File: config.mk
export PLATFORM = sky130hd
export DESIGN_NAME = sorted_table_insert_remove_search_flat
export DESIGN_NICKNAME = d
export VERILOG_FILES = /design/src/rtl/stis_pkg.sv /design/src/rtl/stis_if.sv /design/src/rtl/stis_cell.sv /design/src/rtl/sorted_table_insert_remove_search.sv /design/src/flat_wrapper.sv
export SDC_FILE = /design/constraint.sdc
export NUM_CORES = 2
export LEC_CHECK = 0
export BUFFER_PORTS_ARGS = -buffer_cell sky130_fd_sc_hd__buf_2
export CORE_MARGIN = 4
export CORE_UTILIZATION = 55
export CTS_BUF_LIST = sky130_fd_sc_hd__clkbuf_4 sky130_fd_sc_hd__clkbuf_8
export CTS_CLUSTER_SIZE = 16
export DETAILED_ROUTE_END_ITERATION = 10
export GPL_ROUTABILITY_DRIVEN = 0
export PLACE_DENSITY = 0.72
export SLEW_MARGIN = 40
export SYNTH_ARGS = -nofsm -noshare
export SYNTH_HDL_FRONTEND = slang
export SYNTH_SLANG_ARGS = --single-unit
File: constraint.sdc
create_clock -name clk -period 4.85 [get_ports clk]
set_clock_uncertainty 0.15 [all_clocks]
set_input_delay 0.485 -clock clk [delete_from_list [all_inputs] [get_ports clk]]
set_output_delay 0.485 -clock clk [all_outputs]
set_load 0.005 [all_outputs]
File: src/rtl/stis_pkg.sv
// Shared types and constants for the sorted table (insert, remove, search).
package stis_pkg;

	localparam int DEPTH_DEF = 16;
	localparam int FUNC_W    = 2;
	localparam int VALUE_W   = 32;
	localparam int STATUS_W  = 2;
	localparam int COUNT_W   = 5;

	typedef enum logic [FUNC_W-1:0] {
		FUNC_INSERT = 2'd0,
		FUNC_REMOVE = 2'd1,
		FUNC_SEARCH = 2'd2
	} func_t;

	typedef enum logic [STATUS_W-1:0] {
		ST_OK   = 2'd0,
		ST_FULL = 2'd1,
		ST_MISS = 2'd2
	} status_t;

	// broadcast command to every cell of the row
	typedef struct packed {
		logic ins;   // insert, table not full
		logic rem;   // remove, value known to be held
	} cmd_t;

endpackage

File: src/rtl/stis_if.sv
// Valid/ready channel interfaces for request and response words.
interface stis_req_if;
	logic                                 valid;
	logic                                 ready;
	logic [stis_pkg::FUNC_W-1:0]          func;
	logic signed [stis_pkg::VALUE_W-1:0]  value;

	modport source (output valid, func, value, input ready);
	modport sink   (input valid, func, value, output ready);
endinterface

interface stis_rsp_if;
	logic                                 valid;
	logic                                 ready;
	logic                                 found;
	logic [stis_pkg::STATUS_W-1:0]        status;
	logic [stis_pkg::COUNT_W-1:0]         count;

	modport source (output valid, found, status, count, input ready);
	modport sink   (input valid, found, status, count, output ready);
endinterface

File: src/rtl/stis_cell.sv
// One slot of the sorted row: holds an entry, compares it, shifts with its neighbours.
module stis_cell (
	input  logic                                clk,
	input  stis_pkg::cmd_t                      cmd,
	input  logic signed [stis_pkg::VALUE_W-1:0] value,
	input  logic                                valid,
	input  logic                                prev_ge,
	input  logic signed [stis_pkg::VALUE_W-1:0] prev_entry,
	input  logic signed [stis_pkg::VALUE_W-1:0] next_entry,
	output logic signed [stis_pkg::VALUE_W-1:0] entry,
	output logic                                ge,
	output logic                                eq
);

	logic signed [stis_pkg::VALUE_W-1:0] entry_q;
	logic signed [stis_pkg::VALUE_W-1:0] entry_d;

	// an empty slot counts as "not smaller", so an insert lands on the first free one
	assign ge    = !valid || (entry_q >= value);
	assign eq    = valid && (entry_q == value);
	assign entry = entry_q;

	always_comb begin
		entry_d = entry_q;
		if (cmd.ins) begin
			if (prev_ge)
				entry_d = prev_entry;
			else if (ge)
				entry_d = value;
		end else if (cmd.rem && ge) begin
			// first slot not below the value is the first match
			entry_d = next_entry;
		end
	end

	always_ff @(posedge clk) begin
		entry_q <= entry_d;
	end

endmodule

File: src/rtl/sorted_table_insert_remove_search.sv
// Sorted table of signed 32-bit values, ascending, duplicates allowed, up to DEPTH entries.
// Each request word (insert, remove or search) is handled in the cycle it is accepted: the
// value is broadcast along a row of DEPTH cells, every cell compares against it at once and
// the row shifts by one slot to open or close a gap. The response word is registered and
// appears in the cycle after acceptance, so one request is taken per cycle; req.ready
// drops only while a response word is held and rsp.ready is low. Insert on a full table
// is dropped with status full, remove and search misses give status not found, function
// code 3 does nothing. The count field is the entry count after the operation, modulo 32.
module sorted_table_insert_remove_search #(
	parameter int DEPTH = stis_pkg::DEPTH_DEF
) (
	input  logic        clk,
	input  logic        arst_n,
	stis_req_if.sink    req,
	stis_rsp_if.source  rsp
);

	localparam int CNT_W = $clog2(DEPTH + 1);

	logic [CNT_W-1:0]                      cnt_q;
	logic [CNT_W-1:0]                      cnt_d;
	logic                                  accept;
	logic                                  full;
	logic                                  hit;
	stis_pkg::cmd_t                        cmd;
	stis_pkg::func_t                       func;
	logic                                  found_d;
	stis_pkg::status_t                     status_d;
	logic [CNT_W+stis_pkg::COUNT_W-1:0]    cnt_ext;

	logic                                  rsp_valid_q;
	logic                                  found_q;
	stis_pkg::status_t                     status_q;
	logic [stis_pkg::COUNT_W-1:0]          count_q;

	logic signed [stis_pkg::VALUE_W-1:0]   entry [DEPTH];
	logic [DEPTH-1:0]                      valid;
	logic [DEPTH-1:0]                      ge;
	logic [DEPTH-1:0]                      eq;

	assign req.ready = !rsp_valid_q || rsp.ready;
	assign accept    = req.valid && req.ready;
	assign func      = stis_pkg::func_t'(req.func);
	assign full      = (cnt_q == CNT_W'(DEPTH));
	assign hit       = |eq;

	// cells
	for (genvar i = 0; i < DEPTH; i++) begin : g_cell
		logic                                prev_ge_w;
		logic signed [stis_pkg::VALUE_W-1:0] prev_entry_w;
		logic signed [stis_pkg::VALUE_W-1:0] next_entry_w;

		assign valid[i] = (CNT_W'(i) < cnt_q);

		if (i == 0) begin : g_first
			assign prev_ge_w    = 1'b0;
			assign prev_entry_w = req.value;
		end else begin : g_mid
			assign prev_ge_w    = ge[i-1];
			assign prev_entry_w = entry[i-1];
		end

		if (i == DEPTH - 1) begin : g_last
			assign next_entry_w = entry[i];
		end else begin : g_inner
			assign next_entry_w = entry[i+1];
		end

		stis_cell u_cell (
			.clk        (clk),
			.cmd        (cmd),
			.value      (req.value),
			.valid      (valid[i]),
			.prev_ge    (prev_ge_w),
			.prev_entry (prev_entry_w),
			.next_entry (next_entry_w),
			.entry      (entry[i]),
			.ge         (ge[i]),
			.eq         (eq[i])
		);
	end

	always_comb begin
		cmd      = '0;
		found_d  = 1'b0;
		status_d = stis_pkg::ST_OK;
		cnt_d    = cnt_q;
		case (func)
			stis_pkg::FUNC_INSERT: begin
				if (full) begin
					status_d = stis_pkg::ST_FULL;
				end else begin
					cmd.ins = accept;
					cnt_d   = cnt_q + CNT_W'(1);
				end
			end
			stis_pkg::FUNC_REMOVE: begin
				if (hit) begin
					cmd.rem = accept;
					found_d = 1'b1;
					cnt_d   = cnt_q - CNT_W'(1);
				end else begin
					status_d = stis_pkg::ST_MISS;
				end
			end
			stis_pkg::FUNC_SEARCH: begin
				if (hit)
					found_d = 1'b1;
				else
					status_d = stis_pkg::ST_MISS;
			end
			default: begin
			end
		endcase
	end

	assign cnt_ext = {{stis_pkg::COUNT_W{1'b0}}, cnt_d};

	always_ff @(posedge clk or negedge arst_n) begin
		if (!arst_n) begin
			cnt_q       <= '0;
			rsp_valid_q <= 1'b0;
		end else begin
			if (accept)
				cnt_q <= cnt_d;
			if (req.ready)
				rsp_valid_q <= req.valid;
		end
	end

	always_ff @(posedge clk) begin
		if (accept) begin
			found_q  <= found_d;
			status_q <= status_d;
			count_q  <= cnt_ext[stis_pkg::COUNT_W-1:0];
		end
	end

	assign rsp.valid  = rsp_valid_q;
	assign rsp.found  = found_q;
	assign rsp.status = status_q;
	assign rsp.count  = count_q;

	a_cnt_bound: assert property (@(posedge clk) disable iff (!arst_n)
		cnt_q <= CNT_W'(DEPTH))
		else $error("entry count beyond table depth");

	a_full_drop: assert property (@(posedge clk) disable iff (!arst_n)
		accept && func == stis_pkg::FUNC_INSERT && full
		|=> rsp.valid && rsp.status == stis_pkg::ST_FULL && $stable(cnt_q))
		else $error("insert on full table not dropped");

	a_remove_count: assert property (@(posedge clk) disable iff (!arst_n)
		accept && func == stis_pkg::FUNC_REMOVE && hit
		|=> cnt_q == $past(cnt_q) - CNT_W'(1) && rsp.found)
		else $error("remove did not shrink table");

	a_rsp_hold: assert property (@(posedge clk) disable iff (!arst_n)
		rsp.valid && !rsp.ready |-> !req.ready)
		else $error("request taken while response word stalled");

endmodule
File: src/flat_wrapper.sv
// flat-port wrapper written by rule: the top's interface ports become plain ports
module sorted_table_insert_remove_search_flat 
#(
	parameter int DEPTH = stis_pkg::DEPTH_DEF
)
  (clk, arst_n, req_valid, req_func, req_value, req_ready, rsp_valid, rsp_found, rsp_status, rsp_count, rsp_ready);
  stis_req_if req_i ();
  stis_rsp_if rsp_i ();
  input  logic clk;
  input  logic arst_n;
  input wire logic [$bits(req_i.valid)-1:0] req_valid;
  input wire logic [$bits(req_i.func)-1:0] req_func;
  input wire logic [$bits(req_i.value)-1:0] req_value;
  output wire logic [$bits(req_i.ready)-1:0] req_ready;
  output wire logic [$bits(rsp_i.valid)-1:0] rsp_valid;
  output wire logic [$bits(rsp_i.found)-1:0] rsp_found;
  output wire logic [$bits(rsp_i.status)-1:0] rsp_status;
  output wire logic [$bits(rsp_i.count)-1:0] rsp_count;
  input wire logic [$bits(rsp_i.ready)-1:0] rsp_ready;
  assign req_i.valid = req_valid;
  assign req_i.func = req_func;
  assign req_i.value = req_value;
  assign req_ready = req_i.ready;
  assign rsp_valid = rsp_i.valid;
  assign rsp_found = rsp_i.found;
  assign rsp_status = rsp_i.status;
  assign rsp_count = rsp_i.count;
  assign rsp_i.ready = rsp_ready;
  sorted_table_insert_remove_search #(.DEPTH(DEPTH)) u_core (.clk(clk), .arst_n(arst_n), .req(req_i), .rsp(rsp_i));
endmodule
==> metrics.csv <==
stage,metric,value,unit
min_path,whs_endpoint,u_core.g_cell[15].u_cell.entry[16],
sta,fmax,239,MHz
worst_setup_path,reg2reg_to,u_core.g_cell[14].u_cell.entry[5],
floorplan,start_util,0.557,
grt,globalRouteMet1Util,0.484,
sta,post-route-min-period,4.19,ns
cts,path_clk_slew,0.06,ns
worst_setup_path,worstSetupPathType,reg -> reg,
worst_setup_path,reg2reg_from,u_core.g_cell[9].u_cell.entry[11],
job,cap_violations,0,
sta,rsz0062_at_grt,no,
floorplan,die_w,269,microns
grt,grt_pass1_wl,196,mm
sta,setup_viol,0,
final_layout,final_common_cell,nand2_1,
final_layout,synthToLayoutAreaGrowth,12.5,%
floorplan,num_io_pins,48,
synthesis,synth_edf_count,520,
sta,hold_ws,0.0981,ns
worst_setup_path,critical_path_required,5.08,ns
cts,post_cts_resized,0,
floorplan,die_area,72500,sq um
final_layout,mostFrequentLayoutCells,"nand2_1, edfxtp_1, ha_1",
floorplan,core,67400,sq um
synthesis,yosysTopAreaCell,edfxtp_1,
synthesis,syn_area,37500,sq um
min_path,holdPathStages,2,
synthesis,syn-num-nets,4303,
worst_setup_path,reg2reg_depth,12,
drt,drc,0,
placed_design,io_buffers,47,
worst_setup_path,crit_fanout,16,
worst_setup_path,r2r_slack,0.66,ns
synthesis,synth_top_area_frac,0.416,
sta,min_period_over_period,0.864,
grt,grt_usage,0.353,
grt,grt_max_degree,123,
placed_design,place_hpwl,98.7,mm
synthesis,avgSynthCellArea,10.0,sq um
drt,drt_iter0_drc,4529,
synthesis,synthFlopType,edfxtp_1,
final_layout,final_nets,4422,
cts,cts_buffers,95,
grt,overflow,0,
worst_setup_path,arrival,4.42,ns
sta,maxSlewViolCount,0,
min_path,hp-class,in -> reg,
synthesis,synth_area_leaders,"edfxtp_1, ha_1, o211ai_1, nand2_1, mux2i_1",
power,p_per_area,297,nW/um^2
synthesis,ys_seq_area_frac,0.420,
floorplan,num_rows,95,
sta,setup_tns,0,ns
drt,antenna_left,0,
cts,clk_path_buf_depth,3,
synthesis,ys_ff_latch,526,
drt,dr.pass1.iters,6,
cts,cts_root_buf,clkbuf_8,
synthesis,synth_cells,3746,
cts,cts_sinks,526,
grt,grt-busiest-layer,met2,
sta,slew_headroom,0.364,
cts,cts_tree,built,
synthesis,async_flop_share,0.0114,
drt,vias,32726,
final_layout,final_core_util,0.626,
min_path,min_from,req_value[16],
final_layout,drive_gt1_frac,0.118,
drt,routed_wl,132,mm
drt,routedWlPerCell,27.4,microns
cts,worstSkewPairLatency,0.75,ns
grt,use_met2,0.507,
sta,worst_slew_pin_slew,0.950,ns
grt,grtUsageMet3,0.0757,
cts,h-tree-depth,3,
grt,first_global_vias,30933,
synthesis,yosysWarnings,0,
worst_setup_path,critPathCaptureType,flip-flop,
status,status,"complete, no violations",
power,p_leak,17.4,nW
grt,antenna_found_initial,7,
sta,hold_viol,0,
floorplan,fp.dieH,269,microns
worst_setup_path,start_kind,flip-flop,
power,max-vdd-ir-drop,0.193,mV
drt,drt-vias-per-instance,6.79,
synthesis,synthDistinctLibCells,68,
cells in the mapped netlist (14+ instances only):
cell,count
o21ai_0,182
ha_1,519
buf_2,30
buf_1,17
mux2_2,33
nand2_1,545
nor2_1,133
nand3_1,291
mux2i_1,193
a21oi_1,261
o21ai_1,15
o211ai_1,276
nand4_1,123
nor2b_1,38
o221ai_1,14
a21o_1,123
edfxtp_1,520
nor3_1,25
clkbuf_1,173
inv_1,67
area by class of cell:
class	instances	area, sq um
inverter	68	255
multi-input combinational	2924	20800
clock buffer	122	1520
fill	5491	25200
antenna	8	20.0
sequential	526	15800
timing repair buffer	250	2410
clock inverter	49	312
tap	873	1090
state kept, by name (all words and copies together), names as in the netlist:
| name | cells |
|---|---|
| u_core.cnt_q | 5 |
| u_core.g_cell.u_cell.entry | 512 |
| u_core.rsp.count | 5 |
| u_core.rsp.found | 1 |
| u_core.rsp.status | 2 |
| u_core.rsp.valid | 1 |
cells by family after synthesis:
logic type,synth area share
muxes,0.0629
DFF,0.420
buffers and inverters,0.0315
adders and majority gates,0.173
and+or+nand+nor,0.149
AOI/OAI and AO/OA,0.162
xor gates and xnor gates,0.00187
through the flow:
step                      power [mW]  setup slack (ns)  instance area [sq um]  instances
after detailed placement        8.29             0.178                  40300       4637
after floorplan                 7.20            -0.283                  37600       3746
after global routing            13.0             0.622                  42200       4816
final                           12.5             0.660                  42200       4820
after global placement          8.23             0.251                  40300       4637
after CTS                       12.5             0.844                  42200       4812
power by group:
group	switching, mW	internal, mW	leakage [nW]
clock network	2.01	2.21	0.967
registers	0.159	5.21	4.82
logic	1.88	1.05	11.6
how the worst max path moves through the flow:
stage | start | to | cells past startpoint
floorplan | req_value[31] | u_core.g_cell[12].u_cell.entry[0] | 12
detailed placement | req_value[21] | u_core.g_cell[4].u_cell.entry[1] | 16
finish | u_core.g_cell[9].u_cell.entry[11] | u_core.g_cell[14].u_cell.entry[5] | 12
global route | u_core.g_cell[9].u_cell.entry[11] | u_core.g_cell[14].u_cell.entry[4] | 12
CTS | u_core.g_cell[9].u_cell.entry[11] | u_core.g_cell[4].u_cell.entry[30] | 12
global placement | req_value[21] | u_core.g_cell[4].u_cell.entry[11] | 16
critical path, stage by stage, from the launching register on:
cell,delay [ns]
edfxtp_1,0.44
ha_1,0.35
nand4_1,0.23
nor3_1,0.68
nand3_1,0.36
o211ai_1,0.30
a2111oi_0,0.15
nand4_1,0.17
nand2_1,0.09
o21a_1,0.29
buf_12,0.19
a21oi_4,0.19
buf_12,0.23
repair_timing:
item	4_1_cts	5_1_grt
endpoints found under the hold margin	7	0
hold buffers	4	0
setup buffers	0	0
layer usage:
metal	wire [microns]	vias to the layer above
met2	55300	2078
met3	14900	400
met4	9980	0
li1	-	14661
met5	0	-
met1	52100	15587
Note: power is estimated with default switching activity, not from simulation.
